==> config.mk <==
export PLATFORM = sky130hd
export DESIGN_NAME = integer_to_radix_digits_core
export DESIGN_NICKNAME = d
export VERILOG_FILES = /design/src/itrd_pkg.sv /design/src/itrd_div_step.sv /design/src/integer_to_radix_digits_core.sv
export SDC_FILE = /design/constraint.sdc
export NUM_CORES = 1
export LEC_CHECK = 0
export BUFFER_PORTS_ARGS = -buffer_cell sky130_fd_sc_hd__buf_2
export CAP_MARGIN = 20
export CORE_MARGIN = 2
export CORE_UTILIZATION = 50
export DETAILED_ROUTE_END_ITERATION = 8
export PLACE_DENSITY = 0.7
export SLEW_MARGIN = 10
export SYNTH_ARGS = -nofsm -noshare
export SYNTH_HDL_FRONTEND = slang
export SYNTH_SLANG_ARGS = --single-unit
==> constraint.sdc <==
create_clock -name clk -period 26.8 [get_ports clk]
set_clock_uncertainty 0.15 [all_clocks]
set_input_delay 1.34 -clock clk [delete_from_list [all_inputs] [get_ports clk]]
set_output_delay 1.34 -clock clk [all_outputs]
set_load 0.01 [all_outputs]
==> src/itrd_pkg.sv <==
package itrd_pkg;

	// Default build parameters
	localparam int MAX_RADIX_DEF  = 16;
	localparam int VALUE_BITS_DEF = 32;

	// Fixed field and register widths
	localparam int VALUE_W  = 32;
	localparam int CHAR_W   = 8;
	localparam int RADIX_W  = 5;
	localparam int ALPHA_W  = 64;
	localparam int CFG_IDX_W = 2;

	// Dividend bits consumed by the divider step in one cycle
	localparam int STEP_BITS = 8;

	// Symbol emitted ahead of a negative value
	localparam logic [CHAR_W-1:0] MINUS_SIGN = 8'h2D;

	// Configuration register indexes
	localparam logic [CFG_IDX_W-1:0] CFG_RADIX      = 2'd0;
	localparam logic [CFG_IDX_W-1:0] CFG_ALPHA_LOW  = 2'd1;
	localparam logic [CFG_IDX_W-1:0] CFG_ALPHA_HIGH = 2'd2;

	localparam logic [RADIX_W-1:0] RADIX_RESET = 5'd10;

endpackage

==> src/itrd_div_step.sv <==
module itrd_div_step #(
	parameter int MAX_RADIX = itrd_pkg::MAX_RADIX_DEF,
	localparam int DIGIT_W = $clog2(MAX_RADIX),
	localparam int RAD_W = $clog2(MAX_RADIX + 1)
) (
	input  logic [DIGIT_W-1:0]             rem_in,
	input  logic [itrd_pkg::STEP_BITS-1:0] bits_in,
	input  logic [RAD_W-1:0]               radix,
	output logic [DIGIT_W-1:0]             rem_out,
	output logic [itrd_pkg::STEP_BITS-1:0] quot_bits
);

	localparam int T_W = DIGIT_W + 1;

	// Restoring division of one dividend slice by the radix, one bit per stage
	always_comb begin
		logic [T_W-1:0] t;
		logic [DIGIT_W-1:0] r;
		r = rem_in;
		quot_bits = '0;
		for (int i = itrd_pkg::STEP_BITS - 1; i >= 0; i--) begin
			t = {r, bits_in[i]};
			if (t >= T_W'(radix)) begin
				quot_bits[i] = 1'b1;
				t = t - T_W'(radix);
			end
			r = t[DIGIT_W-1:0];
		end
		rem_out = r;
	end

endmodule

==> src/integer_to_radix_digits_core.sv <==
// Signed integer to text in a programmable radix (2 to 16).
//
// Channels: one value per beat on the s_ side (s_tdata = value, 32 bits,
// low VALUE_BITS bits used). Characters leave one per beat on the m_ side,
// most significant digit first, with a leading minus sign for negative
// values; m_tlast marks the final character of each value's text.
// The cfg port writes radix (index 0), alphabet_low (1) and alphabet_high
// (2); write only while the block is idle.
//
// Sequence: after a value is accepted, each digit is computed in the shared
// divider (8 quotient bits per cycle), one dividend slice at a time; the
// characters then leave one per beat, pausing while the receiver stalls.
// s_tready is high only while the sequencer is idle; the final character
// may still sit in the output register when the next value is taken.
//
// Reset clears the sequencer and output valid, sets radix to 10 and the
// alphabet to zero bytes. A stalled receiver holds the current character and
// pauses the character sequencer.
module integer_to_radix_digits_core #(
	parameter int MAX_RADIX  = itrd_pkg::MAX_RADIX_DEF,
	parameter int VALUE_BITS = itrd_pkg::VALUE_BITS_DEF
) (
	input  logic                              clk,
	input  logic                              arst_n,
	input  logic                              s_tvalid,
	output logic                              s_tready,
	input  logic [itrd_pkg::VALUE_W-1:0]      s_tdata,   // [31:0] value
	output logic                              m_tvalid,
	input  logic                              m_tready,
	output logic [itrd_pkg::CHAR_W-1:0]       m_tdata,   // [7:0] character
	output logic                              m_tlast,
	input  logic                              cfg_we,
	input  logic [itrd_pkg::CFG_IDX_W-1:0]    cfg_index,
	input  logic [itrd_pkg::ALPHA_W-1:0]      cfg_wdata
);

	localparam int DIGIT_W = $clog2(MAX_RADIX);
	localparam int RAD_W   = $clog2(MAX_RADIX + 1);
	localparam int STEPS   = (VALUE_BITS + itrd_pkg::STEP_BITS - 1) / itrd_pkg::STEP_BITS;
	localparam int PAD_W   = STEPS * itrd_pkg::STEP_BITS;
	localparam int STEP_W  = (STEPS > 1) ? $clog2(STEPS) : 1;
	localparam int IDX_W   = $clog2(VALUE_BITS);

	typedef enum logic [2:0] {
		ST_IDLE = 3'b001,
		ST_DIV  = 3'b010,
		ST_EMIT = 3'b100
	} state_t;

	state_t state_q;

	logic [itrd_pkg::RADIX_W-1:0] radix_q;
	logic [itrd_pkg::ALPHA_W-1:0] alpha_low_q;
	logic [itrd_pkg::ALPHA_W-1:0] alpha_high_q;

	logic [PAD_W-1:0]   work_q;
	logic [DIGIT_W-1:0] rem_q;
	logic [STEP_W-1:0]  step_q;
	logic [IDX_W-1:0]   count_q;
	logic [IDX_W-1:0]   idx_q;
	logic               minus_q;
	logic [DIGIT_W-1:0] digits_q [VALUE_BITS];

	logic                        m_tvalid_q;
	logic [itrd_pkg::CHAR_W-1:0] m_tdata_q;
	logic                        m_tlast_q;

	logic [VALUE_BITS-1:0]        raw;
	logic                         neg;
	logic [VALUE_BITS-1:0]        mag;
	logic [RAD_W-1:0]             radix_eff;
	logic [DIGIT_W-1:0]           rem_next;
	logic [itrd_pkg::STEP_BITS-1:0] quot_bits;
	logic [PAD_W-1:0]             work_next;
	logic                         last_step;
	logic                         div_done;
	logic                         out_free;
	logic                         load_out;
	logic [2*itrd_pkg::ALPHA_W-1:0] alphabet;
	logic [itrd_pkg::CHAR_W-1:0]  symbol;

	// Configuration registers
	always_ff @(posedge clk or negedge arst_n) begin
		if (!arst_n) begin
			radix_q      <= itrd_pkg::RADIX_RESET;
			alpha_low_q  <= '0;
			alpha_high_q <= '0;
		end else if (cfg_we) begin
			case (cfg_index)
				itrd_pkg::CFG_RADIX:      radix_q <= cfg_wdata[itrd_pkg::RADIX_W-1:0];
				itrd_pkg::CFG_ALPHA_LOW:  alpha_low_q <= cfg_wdata;
				itrd_pkg::CFG_ALPHA_HIGH: alpha_high_q <= cfg_wdata;
				default: ;
			endcase
		end
	end

	// Clamp the radix into the supported range
	always_comb begin
		if (radix_q < itrd_pkg::RADIX_W'(2)) begin
			radix_eff = RAD_W'(2);
		end else if (radix_q > itrd_pkg::RADIX_W'(MAX_RADIX)) begin
			radix_eff = RAD_W'(MAX_RADIX);
		end else begin
			radix_eff = RAD_W'(radix_q);
		end
	end

	// Magnitude of the incoming value; the most negative value wraps to 2^(N-1)
	assign raw = s_tdata[VALUE_BITS-1:0];
	assign neg = raw[VALUE_BITS-1];
	assign mag = neg ? (~raw + 1'b1) : raw;

	// Shared divider step: one dividend slice per cycle
	itrd_div_step #(
		.MAX_RADIX(MAX_RADIX)
	) u_div (
		.rem_in   (rem_q),
		.bits_in  (work_q[PAD_W-1 -: itrd_pkg::STEP_BITS]),
		.radix    (radix_eff),
		.rem_out  (rem_next),
		.quot_bits(quot_bits)
	);

	// Shift the consumed slice out, quotient bits in
	assign work_next = PAD_W'({work_q, quot_bits});
	assign last_step = (step_q == STEP_W'(STEPS - 1));
	assign div_done  = (work_next == '0) || (count_q == IDX_W'(VALUE_BITS - 1));

	// Map the current digit through the alphabet
	assign alphabet = {alpha_high_q, alpha_low_q};
	assign symbol   = alphabet[{4'(digits_q[idx_q]), 3'b000} +: itrd_pkg::CHAR_W];

	assign out_free = !m_tvalid_q || m_tready;
	assign load_out = (state_q == ST_EMIT) && out_free;

	// Sequencer
	always_ff @(posedge clk or negedge arst_n) begin
		if (!arst_n) begin
			state_q <= ST_IDLE;
			step_q  <= '0;
			count_q <= '0;
			idx_q   <= '0;
			minus_q <= 1'b0;
		end else begin
			case (state_q)
				ST_IDLE: begin
					if (s_tvalid) begin
						step_q  <= '0;
						count_q <= '0;
						minus_q <= neg;
						state_q <= ST_DIV;
					end
				end
				ST_DIV: begin
					if (last_step) begin
						step_q <= '0;
						if (div_done) begin
							idx_q   <= count_q;
							state_q <= ST_EMIT;
						end else begin
							count_q <= count_q + 1'b1;
						end
					end else begin
						step_q <= step_q + 1'b1;
					end
				end
				ST_EMIT: begin
					if (out_free) begin
						if (minus_q) begin
							minus_q <= 1'b0;
						end else if (idx_q == '0) begin
							state_q <= ST_IDLE;
						end else begin
							idx_q <= idx_q - 1'b1;
						end
					end
				end
				default: state_q <= ST_IDLE;
			endcase
		end
	end

	// Dividend, remainder and digit store
	always_ff @(posedge clk) begin
		if (state_q == ST_IDLE && s_tvalid) begin
			work_q <= PAD_W'(mag);
			rem_q  <= '0;
		end else if (state_q == ST_DIV) begin
			work_q <= work_next;
			if (last_step) begin
				digits_q[count_q] <= rem_next;
				rem_q <= '0;
			end else begin
				rem_q <= rem_next;
			end
		end
	end

	// Output register
	always_ff @(posedge clk or negedge arst_n) begin
		if (!arst_n) begin
			m_tvalid_q <= 1'b0;
		end else if (load_out) begin
			m_tvalid_q <= 1'b1;
		end else if (m_tready) begin
			m_tvalid_q <= 1'b0;
		end
	end

	always_ff @(posedge clk) begin
		if (load_out) begin
			if (minus_q) begin
				m_tdata_q <= itrd_pkg::MINUS_SIGN;
				m_tlast_q <= 1'b0;
			end else begin
				m_tdata_q <= symbol;
				m_tlast_q <= (idx_q == '0);
			end
		end
	end

	assign s_tready = (state_q == ST_IDLE);
	assign m_tvalid = m_tvalid_q;
	assign m_tdata  = m_tdata_q;
	assign m_tlast  = m_tlast_q;

endmodule

=== Word level (Yosys, flattened, before mapping) ===
Memories as Yosys holds them, arrays and structs flattened.
Cells that the tools add are included.

* Bits in registers: 195
* Bits in writable memories: 128
* Logic and storage cells: 125
* Memories: 1

{| class="wikitable"
|+ Memory list
! name !! words !! bits a word !! rd ports !! clocked after Yosys merged registers in !! wr ports !! RTL line !! source
|-
| digits_q || 32 || 4 || 1 || 0 || 1 || integer_to_radix_digits_core.sv:62 || <nowiki>logic [DIGIT_W-1:0] digits_q [VALUE_BITS];</nowiki>
|}

* $add $sub $neg: 12
* Magnitude comparators: 10
* Eq/ne operators: 15
* Shifts and indexed selects: 1
* Mux-type cells: 51
* Bitwise gates (word level): 1
* Reduce and logical (&&, ||, !) cells: 21

{| class="wikitable"
|+ Operator list
! cell !! number
|-
| 128-bit by 8-bit variable part select with 8-bit output || 1
|-
| 32-bit two-way mux || 3
|-
| 5-bit two-way mux || 10
|-
| 5-bit >= comparator || 8
|-
| 4-bit two-way mux || 9
|-
| 32-bit by 1-bit adder with 32-bit output, second input constant || 1
|-
| 32-bit zero test || 1
|-
| 32-bit NOT || 1
|-
| 4-bit subtractor || 8
|-
| 5-bit case mux with 2 select lines || 2
|-
| 3-bit two-way mux || 6
|-
| 1-bit two-way mux || 16
|-
| 2-bit != test, second input constant || 7
|-
| 6-bit AND reduction || 2
|-
| 2-bit nonzero test || 5
|-
| 3-bit case mux with 3 select lines || 1
|-
| 2-bit AND reduction || 4
|-
| 5-bit by 1-bit adder with 5-bit output, second input constant || 1
|-
| 5-bit == test, second input constant || 1
|-
| 5-bit greater-than comparator, second input constant || 1
|-
| 5-bit zero test || 1
|-
| 5-bit by 2-bit less-than comparator with 1-bit output, second input constant || 1
|-
| 5-bit by 1-bit subtractor with 5-bit output, second input constant || 1
|-
| 2-bit == test, second input constant || 2
|-
| other kinds (15) || 18
|}

=== Logic depth before layout (Yosys ltp) ===
Gate-level depths: netlist (run 1).

* Depth in word-level cells: 24
* Mapped depth: 54
* Mapped depth without buffers: 53

=== Modules after synthesis ===
A second synthesis (run 1) with hierarchy kept.

* Cell total of the unflattened synthesis: 1,272
* Area, all modules: 16,349.4 um^2

{| class="wikitable"
|+ Modules (own cells, without submodules)
! module !! instances !! cells each !! area an instance (um^2)
|-
| integer_to_radix_digits_core || 1 || 1,058 || 14,636.5
|-
| itrd_div_step || 1 || 214 || 1,712.9
|}

=== Worst setup path before layout (run 1) ===
No wires, ideal clock.

* Path kind: register -> register
* From: reg radix_q[3] (netlist name)
* To: mem digits_q[0][3] (netlist name), data pin
* Library setup time: 0.385 ns
* Arrival time: 11.743 ns
* Data required time: 26.265 ns
* Path slack: 14.522 ns
* Cell stages (with the launch flop): 50
* Buffers on the path: 0
* Clock period less this slack: 12.278 ns
* Cell sequence: dfstp_2 nor2_1 o21ai_0 ha_1 a21o_1 a21o_1 a21o_1 a21o_1 mux2i_1 ha_1 a21o_1 a21oi_1 o21ai_1 mux2_2 inv_1 ha_1 a21o_1 a21oi_1 (+14 left out) inv_1 ha_1 a21o_1 a21oi_1 o21ai_1 mux2_2 inv_1 ha_1 a21o_1 a21oi_1 o21ai_1 a21oi_1 ha_1 a21oi_1 o21bai_1 a21oi_1 o21ai_1 mux2i_1

* Cells in the longest elaborated chain, start to end: 19
* Elaborated cells between the ends (all ways): 28

{| class="wikitable"
|+ Ends and longest elaborated chain
! what !! RTL line !! source
|-
| start, declared || integer_to_radix_digits_core.sv:52 || <nowiki>logic [itrd_pkg::RADIX_W-1:0] radix_q;</nowiki>
|-
| start signal, assigned || integer_to_radix_digits_core.sv:85 || <nowiki>radix_q <= itrd_pkg::RADIX_RESET;</nowiki>
|-
| start signal, assigned || integer_to_radix_digits_core.sv:90 || <nowiki>itrd_pkg::CFG_RADIX: radix_q <= cfg_wdata[itrd_pkg::RADIX_W-1:0];</nowiki>
|-
| 5-bit greater-than comparator || integer_to_radix_digits_core.sv:102 || <nowiki>end else if (radix_q > itrd_pkg::RADIX_W'(MAX_RADIX)) begin</nowiki>
|-
| 5-bit two-way mux || integer_to_radix_digits_core.sv:102 ||
|-
| 5-bit two-way mux (*) || integer_to_radix_digits_core.sv:100 || <nowiki>if (radix_q < itrd_pkg::RADIX_W'(2)) begin</nowiki>
|-
| 4-bit subtractor / 5-bit >= comparator (equally long branches) || itrd_div_step.sv:25, itrd_div_step.sv:23 ||
|-
| 4-bit two-way mux || itrd_div_step.sv:23 || <nowiki>if (t >= T_W'(radix)) begin</nowiki>
|-
| 4-bit subtractor / 5-bit >= comparator (equally long branches) || itrd_div_step.sv:25, itrd_div_step.sv:23 ||
|-
| 4-bit two-way mux || itrd_div_step.sv:23 ||
|-
| 4-bit subtractor / 5-bit >= comparator (equally long branches) || itrd_div_step.sv:25, itrd_div_step.sv:23 ||
|-
| (+4 left out) || n/a ||
|-
| 4-bit two-way mux || itrd_div_step.sv:23 ||
|-
| 4-bit subtractor / 5-bit >= comparator (equally long branches) || itrd_div_step.sv:25, itrd_div_step.sv:23 ||
|-
| 4-bit two-way mux || itrd_div_step.sv:23 ||
|-
| 4-bit subtractor / 5-bit >= comparator (equally long branches) || itrd_div_step.sv:25, itrd_div_step.sv:23 ||
|-
| 4-bit two-way mux || itrd_div_step.sv:23 ||
|-
| 4-bit subtractor / 5-bit >= comparator (equally long branches) || itrd_div_step.sv:25, itrd_div_step.sv:23 ||
|-
| 4-bit two-way mux (*) || itrd_div_step.sv:23 ||
|-
| named net rem_next[3] || integer_to_radix_digits_core.sv:72 || <nowiki>logic [DIGIT_W-1:0] rem_next;</nowiki>
|-
| end, declared || integer_to_radix_digits_core.sv:62 ||
|}

The timed path passes the listed nets; every way through them passes the cells marked *.

=== Final worst setup path (run 1) ===
* From: reg radix_q[4] (netlist name)
* To: reg rem_q[1]

* Cells in the longest elaborated chain, start to end: 20
* Elaborated cells between the ends (all ways): 29

{| class="wikitable"
|+ Ends and longest elaborated chain
! what !! RTL line !! source
|-
| 5-bit greater-than comparator || integer_to_radix_digits_core.sv:102 ||
|-
| 5-bit two-way mux || integer_to_radix_digits_core.sv:102 ||
|-
| 5-bit two-way mux (*) || integer_to_radix_digits_core.sv:100 ||
|-
| 4-bit subtractor / 5-bit >= comparator (equally long branches) || itrd_div_step.sv:25, itrd_div_step.sv:23 ||
|-
| 4-bit two-way mux || itrd_div_step.sv:23 ||
|-
| 4-bit subtractor / 5-bit >= comparator (equally long branches) || itrd_div_step.sv:25, itrd_div_step.sv:23 ||
|-
| 4-bit two-way mux || itrd_div_step.sv:23 ||
|-
| 4-bit subtractor / 5-bit >= comparator (equally long branches) || itrd_div_step.sv:25, itrd_div_step.sv:23 ||
|-
| (+5 left out) || n/a ||
|-
| 4-bit subtractor / 5-bit >= comparator (equally long branches) || itrd_div_step.sv:25, itrd_div_step.sv:23 ||
|-
| 4-bit two-way mux || itrd_div_step.sv:23 ||
|-
| 5-bit >= comparator / 4-bit subtractor (equally long branches) || itrd_div_step.sv:23, itrd_div_step.sv:25 ||
|-
| 4-bit two-way mux || itrd_div_step.sv:23 ||
|-
| 4-bit subtractor / 5-bit >= comparator (equally long branches) || itrd_div_step.sv:25, itrd_div_step.sv:23 ||
|-
| 4-bit two-way mux (*) || itrd_div_step.sv:23 ||
|-
| named net rem_next[1] || integer_to_radix_digits_core.sv:72 ||
|-
| 4-bit two-way mux (*) || integer_to_radix_digits_core.sv:191 || <nowiki>if (last_step) begin</nowiki>
|-
| end signal, assigned || integer_to_radix_digits_core.sv:195 || <nowiki>rem_q <= rem_next;</nowiki>
|-
| end, declared || integer_to_radix_digits_core.sv:57 || <nowiki>logic [DIGIT_W-1:0] rem_q;</nowiki>
|}

Marked as above.
A chain may end at the register's enable or synchronous reset.

==> results.sh, run 1 <==
export IMPL_ys_warn_count=0
export IMPL_grt_met3_usage_pct=3.64
export IMPL_hold_violations=0
export IMPL_register_area_um2=8910
export IMPL_grt_usage_pct=21.3
export IMPL_grt_start_max_net_pins=80
export IMPL_post_cts_buffers=0
export IMPL_avgSynthCellArea_um2=13.5
export IMPL_routed_via_density=5.75
export IMPL_num_rows=65
export IMPL_crit_path_start_kind="register"
export IMPL_cts_root_buffer_cell="clkbuf_16"
export IMPL_ctsLongestPathBuffers=3
export IMPL_cp_slowest_cell="mux2_2"
export IMPL_postCtsHoldBufs=0
export IMPL_vias=10200
export IMPL_period_share_pct=48.5
export IMPL_cts_sinks=323
export IMPL_multiInputGateArea_um2=6890
export IMPL_die_h_um=184
export IMPL_fmax_ghz=0.0769
export IMPL_yosys_top_cells_area="edfxtp_1 31%, dfrtp_1 23%, mux2_2 13%"
export IMPL_placement_setup_worst_slack_ps=13920
export IMPL_worstSetupEndpointType="register"
export IMPL_cts_resized=0
export IMPL_rsz0062_at_grt="no"
export IMPL_ys_flop_type="edfxtp_1"
export IMPL_fin_util_pct=57.8
export IMPL_slowest_delay_ps=650
export IMPL_hold_path_class="register to register"
export IMPL_critPathMaxFanout=33
export IMPL_cp_required_ps=27060
export IMPL_firstDrtPassIters=7
export IMPL_routedWlPerCell_um=20.2
export IMPL_setup_tns_ps=0
export IMPL_busiest_layer="met2"
export IMPL_io_buffers=113
export IMPL_tightest_slew_ps=1010
export IMPL_drt_iter0_markers=756
export IMPL_place_congestion=0.811
export IMPL_fin_crit_ps=13000
export IMPL_synth_most_common_cell="mux2_2"
export IMPL_drt_wl_total_um=35800
export IMPL_synth_edf_count=169
export IMPL_syn_area_um2=16200
export IMPL_use_met2_pct=34.1
export IMPL_fillers=2512
export IMPL_ys_ff_latch=323
export IMPL_clkTransAtPathRegs_ps=60
export IMPL_cts_made_buffers=35
export IMPL_ys_seq_area_share_pct=54.9
export IMPL_grt_pass1_vias=10200
export IMPL_design_die_area_um2=33900
export IMPL_arrival_ps=13260
export IMPL_synthCells=1201
export IMPL_path_class="register to register"
export IMPL_worst_path_most_repeated_cell="a21oi_1"
export IMPL_synth_top_area_share_pct=31.3
export IMPL_nets=1471
export IMPL_syn_num_nets=1361
export IMPL_antenna_found_initial=3
export IMPL_relSlewSlack_pct=32.4
export IMPL_postLayoutSetupSlackWorst_ps=13800
export IMPL_initial_core_util_pct=51.0
export IMPL_drc=0
export IMPL_drive_above_1_share_pct=29.7
export IMPL_status="completed"
export IMPL_core_area_um2=31800
export IMPL_netlist_top_cell_by_area="edfxtp_1"
export IMPL_grt_met1_usage_pct=30.2
export IMPL_gr_total_overflow=0
export IMPL_hold_worst_slack_ps=350
export IMPL_grt_pass1_wl_um=56400
export IMPL_ys_types=68
export IMPL_area_growth_pct=13.2
export IMPL_cts_tree="done"
export IMPL_synth_common_cells="183 x mux2_2, 169 x edfxtp_1, 147 x dfrtp_1, 70 x nand2_1, 67 x nor2_1"
export IMPL_drv_slew=0
export IMPL_io_pins=114
export IMPL_async_reset_ff_share_pct=46.4
export IMPL_hpwl_um=24400
export IMPL_max_cap_viol_count=0
export IMPL_die_w_um=184
export IMPL_clock_latency_ps=520
export IMPL_ant_nets=0
export IMPL_htree_levels=2
export IMPL_setup_violations=0
## path summary, 6_finish.rpt
check / startpoint / end / slack, ps / cells past startpoint
setup reg to reg: radix_q[4] / rem_q[1] / 13800 / 50
hold / removal: alpha_high_q[8] / alpha_high_q[8] / 350 / 1
max in group asynchronous: arst_n / count_q[2] / 24350 / 2
min in group asynchronous: arst_n / alpha_low_q[28] / 690 / 1
hold reg to reg: alpha_high_q[8] / alpha_high_q[8] / 350 / 1
setup / recovery: radix_q[4] / rem_q[1] / 13800 / 50
## cell families after synthesis
kind of cell               share of synthesized area, %
adders and majority gates                          4.76
buffers and inverters                              2.70
AOI/OAI and AO/OA                                  7.85
xor gates and xnor gates                           2.43
and+or+nand+nor                                    6.42
muxes                                              20.9
DFF                                                54.9
## per-stage QoR
stage	instance area [µm²]	cells
global route	18400	1773
CTS	18400	1773
detailed placement	17200	1709
global placement	17200	1709
finish	18400	1774
floorplan	16200	1201
## placed cells by master (no fill, tap or decap), types with 21 or more instances in the layout
cell type,synthesis,routed
mux2i_1,60,59
mux4_2,21,21
o21ai_0,41,40
ha_1,49,49
mux2_2,183,183
a21oi_1,39,38
clkbuf_16,0,35
inv_1,36,36
nor2_1,67,67
buf_2,7,112
nand2_1,70,70
edfxtp_1,169,169
xor2_1,31,31
dfrtp_1,147,147
## routing by layer
layer  share of wire [%]  up-vias
met1                  45     5098
met3                 5.4       65
met5               0.064        -
met4                 2.3        4
li1                    -     4752
met2                  47      283
## registers in the layout (all words and copies together), names as in the netlist
name          flops
digits_q        128
idx_q             5
state_q           3
work_q           32
alpha_high_q     64
minus_q           1
step_q            2
rem_q             4
m_tlast           1
alpha_low_q      64
m_tdata           8
m_tvalid          1
radix_q           5
count_q           5
## worst max-delay path, delay by kind of cell (launching register included)
family          cells  cell delay (ps)
flops               1              350
mux                 7             3030
buf+inv             6              680
compound gates     27             6370
fa+ha+maj           8             2070
simple gates        2              210
## cell type report
cell class	count	share of cell area (%)
flip-flops and latches	323	48.5
multi-input cells	786	37.5
clock buffers	47	5.29
repair buffers	127	3.68
well taps	435	2.96
clock inverters	17	1.27
inverters	38	0.776
diodes	1	0.0136
Power of run 1 is not shown: default switching activity piles up to over one toggle a cycle in this logic, so the estimate is an artifact.
==> run 2: changes to the inputs <==
--- a/config.mk
+++ b/config.mk
@@ -10,7 +10,7 @@
 export CORE_MARGIN = 2
 export CORE_UTILIZATION = 50
 export DETAILED_ROUTE_END_ITERATION = 8
-export PLACE_DENSITY = 0.7
+export PLACE_DENSITY = 0.73
 export SLEW_MARGIN = 10
 export SYNTH_ARGS = -nofsm -noshare
 export SYNTH_HDL_FRONTEND = slang
==> constraint.sdc (replaced) <==
create_clock -name clk -period 11.7 [get_ports clk]
set_clock_uncertainty 0.15 [all_clocks]
set_input_delay 0.585 -clock clk [delete_from_list [all_inputs] [get_ports clk]]
set_output_delay 0.585 -clock clk [all_outputs]
set_load 0.01 [all_outputs]
==> results.sh, run 2 (same netlist as run 1, synthesis figures left out) <==
export IMPL_cp_required_ps=11980
export IMPL_clkTransAtPathRegs_ps=60
export IMPL_setup_violations=0
export IMPL_fin_crit_ps=10890
export IMPL_crit_path_start_kind="register"
export IMPL_crit_family="compound AO/OA/AOI/OAI gates"
export IMPL_regMostFlops="digits_q"
export IMPL_design_die_area_um2=33900
export IMPL_worstSetupEndpointType="register"
export IMPL_final_cells=1785
export IMPL_tightest_slew_ps=993
export IMPL_clock_latency_ps=520
export IMPL_drt_wl_total_um=36000
export IMPL_routed_via_density=5.75
export IMPL_hold_path_class="input pin to async pin"
export IMPL_cp_slowest_cell="mux2_2"
export IMPL_register_area_um2=8910
export IMPL_vias=10300
export IMPL_multiInputGateArea_um2=6940
export IMPL_ctsLongestPathBuffers=3
export IMPL_firstDrtPassIters=5
export IMPL_fmax_ghz=0.0918
export IMPL_ant_nets=0
export IMPL_status="complete, but fails checks"
export IMPL_drc=0
export IMPL_max_cap_viol_count=0
export IMPL_routedWlPerCell_um=20.1
export IMPL_cts_tree="done"
export IMPL_hpwl_um=24300
export IMPL_setup_tns_ps=0
export IMPL_drive_above_1_share_pct=30.9
export IMPL_die_h_um=184
export IMPL_nets=1482
export IMPL_initial_core_util_pct=51.0
export IMPL_layout_commonest_cell="mux2_2"
export IMPL_cts_sinks=323
export IMPL_io_buffers=113
export IMPL_path_class="register to register"
export IMPL_period_share_pct=93.1
export IMPL_hold_violations=1
export IMPL_postCtsHoldBufs=0
export IMPL_place_congestion=0.817
export IMPL_htree_levels=2
export IMPL_worst_path_buf_inv=6
export IMPL_mostFrequentLayoutCells="182 x mux2_2, 169 x edfxtp_1, 147 x dfrtp_1"
export IMPL_hold_worst_slack_ps=-1.52
export IMPL_drt_iter0_markers=796
export IMPL_cts_root_buffer_cell="clkbuf_16"
export IMPL_grt_pass1_wl_um=56700
export IMPL_gr_total_overflow=0
export IMPL_post_cts_buffers=0
export IMPL_io_pins=114
export IMPL_area_growth_pct=13.6
export IMPL_slowest_delay_ps=410
export IMPL_fillers=2458
export IMPL_antenna_found_initial=6
export IMPL_reg2reg_from="radix_q[2]"
export IMPL_arrival_ps=11170
export IMPL_relSlewSlack_pct=33.8
export IMPL_top_regs="digits_q: 128 flops, alpha_high_q: 64 flops, alpha_low_q: 64 flops"
export IMPL_core_area_um2=31800
export IMPL_fin_util_pct=58.0
export IMPL_drv_slew=0
export IMPL_grt_usage_pct=21.4
export IMPL_critPathMaxFanout=13
export IMPL_die_w_um=184
export IMPL_cts_made_buffers=34
export IMPL_grt_pass1_vias=10400
export IMPL_dp_cells=1720
export IMPL_cp_startpoint="radix_q[2]"
export IMPL_num_rows=65
export IMPL_grt_start_max_net_pins=90
export IMPL_violations="hold timing"
export IMPL_largest_register_ffs=128
run 2: cell types whose count changed in the layout (fill, tap and decap cells not counted), moves of 4 or more:
cell      delta
o21ai_2      +7
buf_4       +11
clkinv_2     +4
o21ai_1      -6
clkbuf_8     -4
run 2: final timing paths:
kind	to	slack, ps	depth (start not counted)
setup reg to reg	idx_q[1]	810	51
setup / recovery	idx_q[1]	810	51
max in group asynchronous	radix_q[0]	10000	2
hold / removal	alpha_high_q[60]	-2	1
hold reg to reg	alpha_high_q[1]	350	1
min in group clk	alpha_low_q[54]	160	2
run 2: what timing repair did:
| item | CTS | global route |
|---|---|---|
| cloned | 0 | 1 |
| pin swaps | 0 | 2 |
| endpoints found under the setup margin | 32 | 145 |
| gates resized for setup | 1 | 12 |
run 2: routing by layer:
layer  up-vias  part of all wire [%]  global-route usage (%)  routed length (µm)
li1       4772                     -                       -                   -
met1      5165                    45                    29.4               16200
met2       263                    47                    35.1               16900
met3        61                   5.6                    3.97                2000
met4         6                   2.3                    6.24                 826
met5         -                  0.10                       0                  36
run 2: worst reg2reg max path: cells and delay by family (launching register included):
family	cells	cell delay [ps]
and+or+nand+nor	4	540
muxes	7	2260
buffers and inverters	6	650
adders and majority gates	8	2260
DFF	1	400
AOI/OAI and AO/OA	26	4550
run 2: per-stage QoR:
| step | setup slack (ps) | hold slack [ps] | area (µm²) |
|---|---|---|---|
| 6_report | 812 | -1.52 | 18400 |
| 5_1_grt | -5.29 | 61.2 | 18400 |
| 4_1_cts | 129 | 21.1 | 18400 |
| 3_5_place_dp | -227 | 341 | 17200 |
| 3_3_place_gp | 144 | 331 | 17200 |
| 2_1_floorplan | 119 | 139 | 16200 |
run 2: area by class of cell:
class                           count  share of cell area [%]
Clock buffer                       42                    4.95
Clock inverter                     19                    1.13
Tap cell                          435                    2.95
Antenna cell                        3                  0.0407
Sequential cell                   323                    48.4
Multi-Input combinational cell    787                    37.7
Inverter                           38                   0.774
Timing Repair Buffer              138                    4.12
Power of run 2 is left out for the same reason.
==> run 3: changes to the inputs <==
--- a/config.mk
+++ b/config.mk
@@ -5,12 +5,13 @@
 export SDC_FILE = /design/constraint.sdc
 export NUM_CORES = 1
 export LEC_CHECK = 0
+export ABC_AREA = 0
 export BUFFER_PORTS_ARGS = -buffer_cell sky130_fd_sc_hd__buf_2
 export CAP_MARGIN = 20
 export CORE_MARGIN = 2
-export CORE_UTILIZATION = 50
+export CORE_UTILIZATION = 45
 export DETAILED_ROUTE_END_ITERATION = 8
-export PLACE_DENSITY = 0.73
+export PLACE_DENSITY = 0.67
 export SLEW_MARGIN = 10
 export SYNTH_ARGS = -nofsm -noshare
 export SYNTH_HDL_FRONTEND = slang
==> results.sh, run 3 (same netlist as run 1, synthesis figures left out) <==
export IMPL_violations="hold timing"
export IMPL_postCtsHoldBufs=0
export IMPL_vias=10300
export IMPL_io_buffers=113
export IMPL_hold_violations=4
export IMPL_setup_violations=0
export IMPL_area_growth_pct=14.0
export IMPL_design_die_area_um2=37600
export IMPL_ant_nets=0
export IMPL_ctsLongestPathBuffers=3
export IMPL_fin_crit_ps=11050
export IMPL_die_w_um=194
export IMPL_drt_iter0_markers=766
export IMPL_crit_path_start_kind="register"
export IMPL_core_area_um2=35600
export IMPL_register_area_um2=8910
export IMPL_hold_path_class="input pin to async pin"
export IMPL_worst_path_most_repeated_cell="a21o_1"
export IMPL_hpwl_um=25200
export IMPL_initial_core_util_pct=45.6
export IMPL_firstDrtPassIters=5
export IMPL_hold_worst_slack_ps=-7.56
export IMPL_nets=1486
export IMPL_cts_tree="done"
export IMPL_mostFrequentLayoutCells="182 x mux2_2, 169 x edfxtp_1, 147 x dfrtp_1"
export IMPL_slowest_delay_ps=440
export IMPL_drt_wl_total_um=36800
export IMPL_routed_via_density=5.65
export IMPL_drc=0
export IMPL_worstSetupEndpointType="register"
export IMPL_fmax_ghz=0.0905
export IMPL_period_share_pct=94.4
export IMPL_drive_above_1_share_pct=30.5
export IMPL_grt_pass1_wl_um=59100
export IMPL_rrSetupSlack_ps=650
export IMPL_regMostFlops="digits_q"
export IMPL_cp_slowest_cell="mux2_4"
export IMPL_largest_register_ffs=128
export IMPL_relSlewSlack_pct=31.7
export IMPL_reg2reg_from="radix_q[2]"
export IMPL_path_class="register to register"
export IMPL_critPathMaxFanout=33
export IMPL_routedWlPerCell_um=20.3
export IMPL_top_regs="digits_q: 128 flops, alpha_high_q: 64 flops, alpha_low_q: 64 flops"
export IMPL_grt_start_max_net_pins=92
export IMPL_htree_levels=2
export IMPL_antenna_found_initial=0
export IMPL_multiInputGateArea_um2=6930
export IMPL_place_congestion=0.857
export IMPL_die_h_um=194
export IMPL_r2r_cells=51
export IMPL_io_pins=114
export IMPL_cts_sinks=323
export IMPL_cts_made_buffers=35
export IMPL_endpoint="rem_q[1]"
export IMPL_clkTransAtPathRegs_ps=60
export IMPL_drv_slew=0
export IMPL_cp_startpoint="radix_q[2]"
export IMPL_grt_pass1_vias=10500
export IMPL_max_cap_viol_count=0
export IMPL_cp_required_ps=11940
export IMPL_layout_commonest_cell="mux2_2"
export IMPL_cts_root_buffer_cell="clkbuf_16"
export IMPL_num_rows=69
export IMPL_arrival_ps=11290
export IMPL_status="complete, but fails checks"
export IMPL_setup_tns_ps=0
export IMPL_tightest_slew_ps=1020
export IMPL_grt_usage_pct=19.7
export IMPL_gr_total_overflow=0
export IMPL_fillers=2982
export IMPL_clock_latency_ps=530
export IMPL_r2r_end="rem_q[1]"
==> run 3: cell count changes in the layout (fill, tap and decap cells not counted), sizes merged <==
| cell | before | now |
|---|---|---|
| inv | 39 | 38 |
| bufinv | 4 | 2 |
| clkinv | 14 | 6 |
| buf | 138 | 141 |
| diode | 3 | 1 |
| clkbuf | 42 | 55 |
==> run 3: routing by layer <==
metal / vias up / track usage, % / part of all wire [%]
li1: 4806 / - / -
met2: 255 / 32.1 / 48
met1: 5146 / 27.8 / 46
met4: 0 / 4.80 / 1.9
met5: - / 0 / 0
met3: 46 / 2.94 / 4.4
==> run 3: final cells by class <==
| type | count | share of cell area (%) |
|---|---|---|
| Multi-Input combinational cell | 787 | 37.5 |
| Inverter | 38 | 0.771 |
| Timing Repair Buffer | 141 | 4.36 |
| Tap cell | 461 | 3.12 |
| Antenna cell | 1 | 0.0135 |
| Clock buffer | 55 | 5.54 |
| Clock inverter | 8 | 0.561 |
| Sequential cell | 323 | 48.2 |
==> run 3: how the worst min path moves through the flow <==
stage | from | to | slack, ps | cells past startpoint
after floorplan | arst_n | alpha_high_q[0] | 140 | 0
after global routing | arst_n | alpha_high_q[20] | 60 | 1
after detailed placement | alpha_high_q[42] | alpha_high_q[42] | 340 | 1
final | arst_n | alpha_high_q[20] | -8 | 1
after global placement | alpha_low_q[12] | alpha_low_q[12] | 330 | 1
after CTS | arst_n | alpha_high_q[19] | 20 | 1
==> run 3: metrics by stage <==
stage	util, %	cell area, µm²	hold slack [ps]	cells	setup slack (ps)
2_1_floorplan	-	16200	139	1201	119
3_3_place_gp	48.6	17300	331	1746	294
3_5_place_dp	48.7	17300	339	1748	-165
4_1_cts	51.9	18500	17.1	1811	157
5_1_grt	52.0	18500	61.6	1813	-25.7
6_report	52.0	18500	-7.56	1814	654
==> run 3: worst max-delay path, delay by kind of cell (launching register included) <==
| kind | cells | cell delay [ps] |
|---|---|---|
| compound gates | 28 | 4930 |
| mux | 7 | 2510 |
| fa+ha+maj | 8 | 2120 |
| buf+inv | 7 | 690 |
| flops | 1 | 410 |
| simple gates | 1 | 140 |
==> run 3: timing repair <==
item,4_1_cts,5_1_grt
pin swaps,0,2
cloned,0,1
setup endpoints to repair,32,145
setup buffers,0,1
gates resized for setup,1,8
Power of run 3 is left out for the same reason.
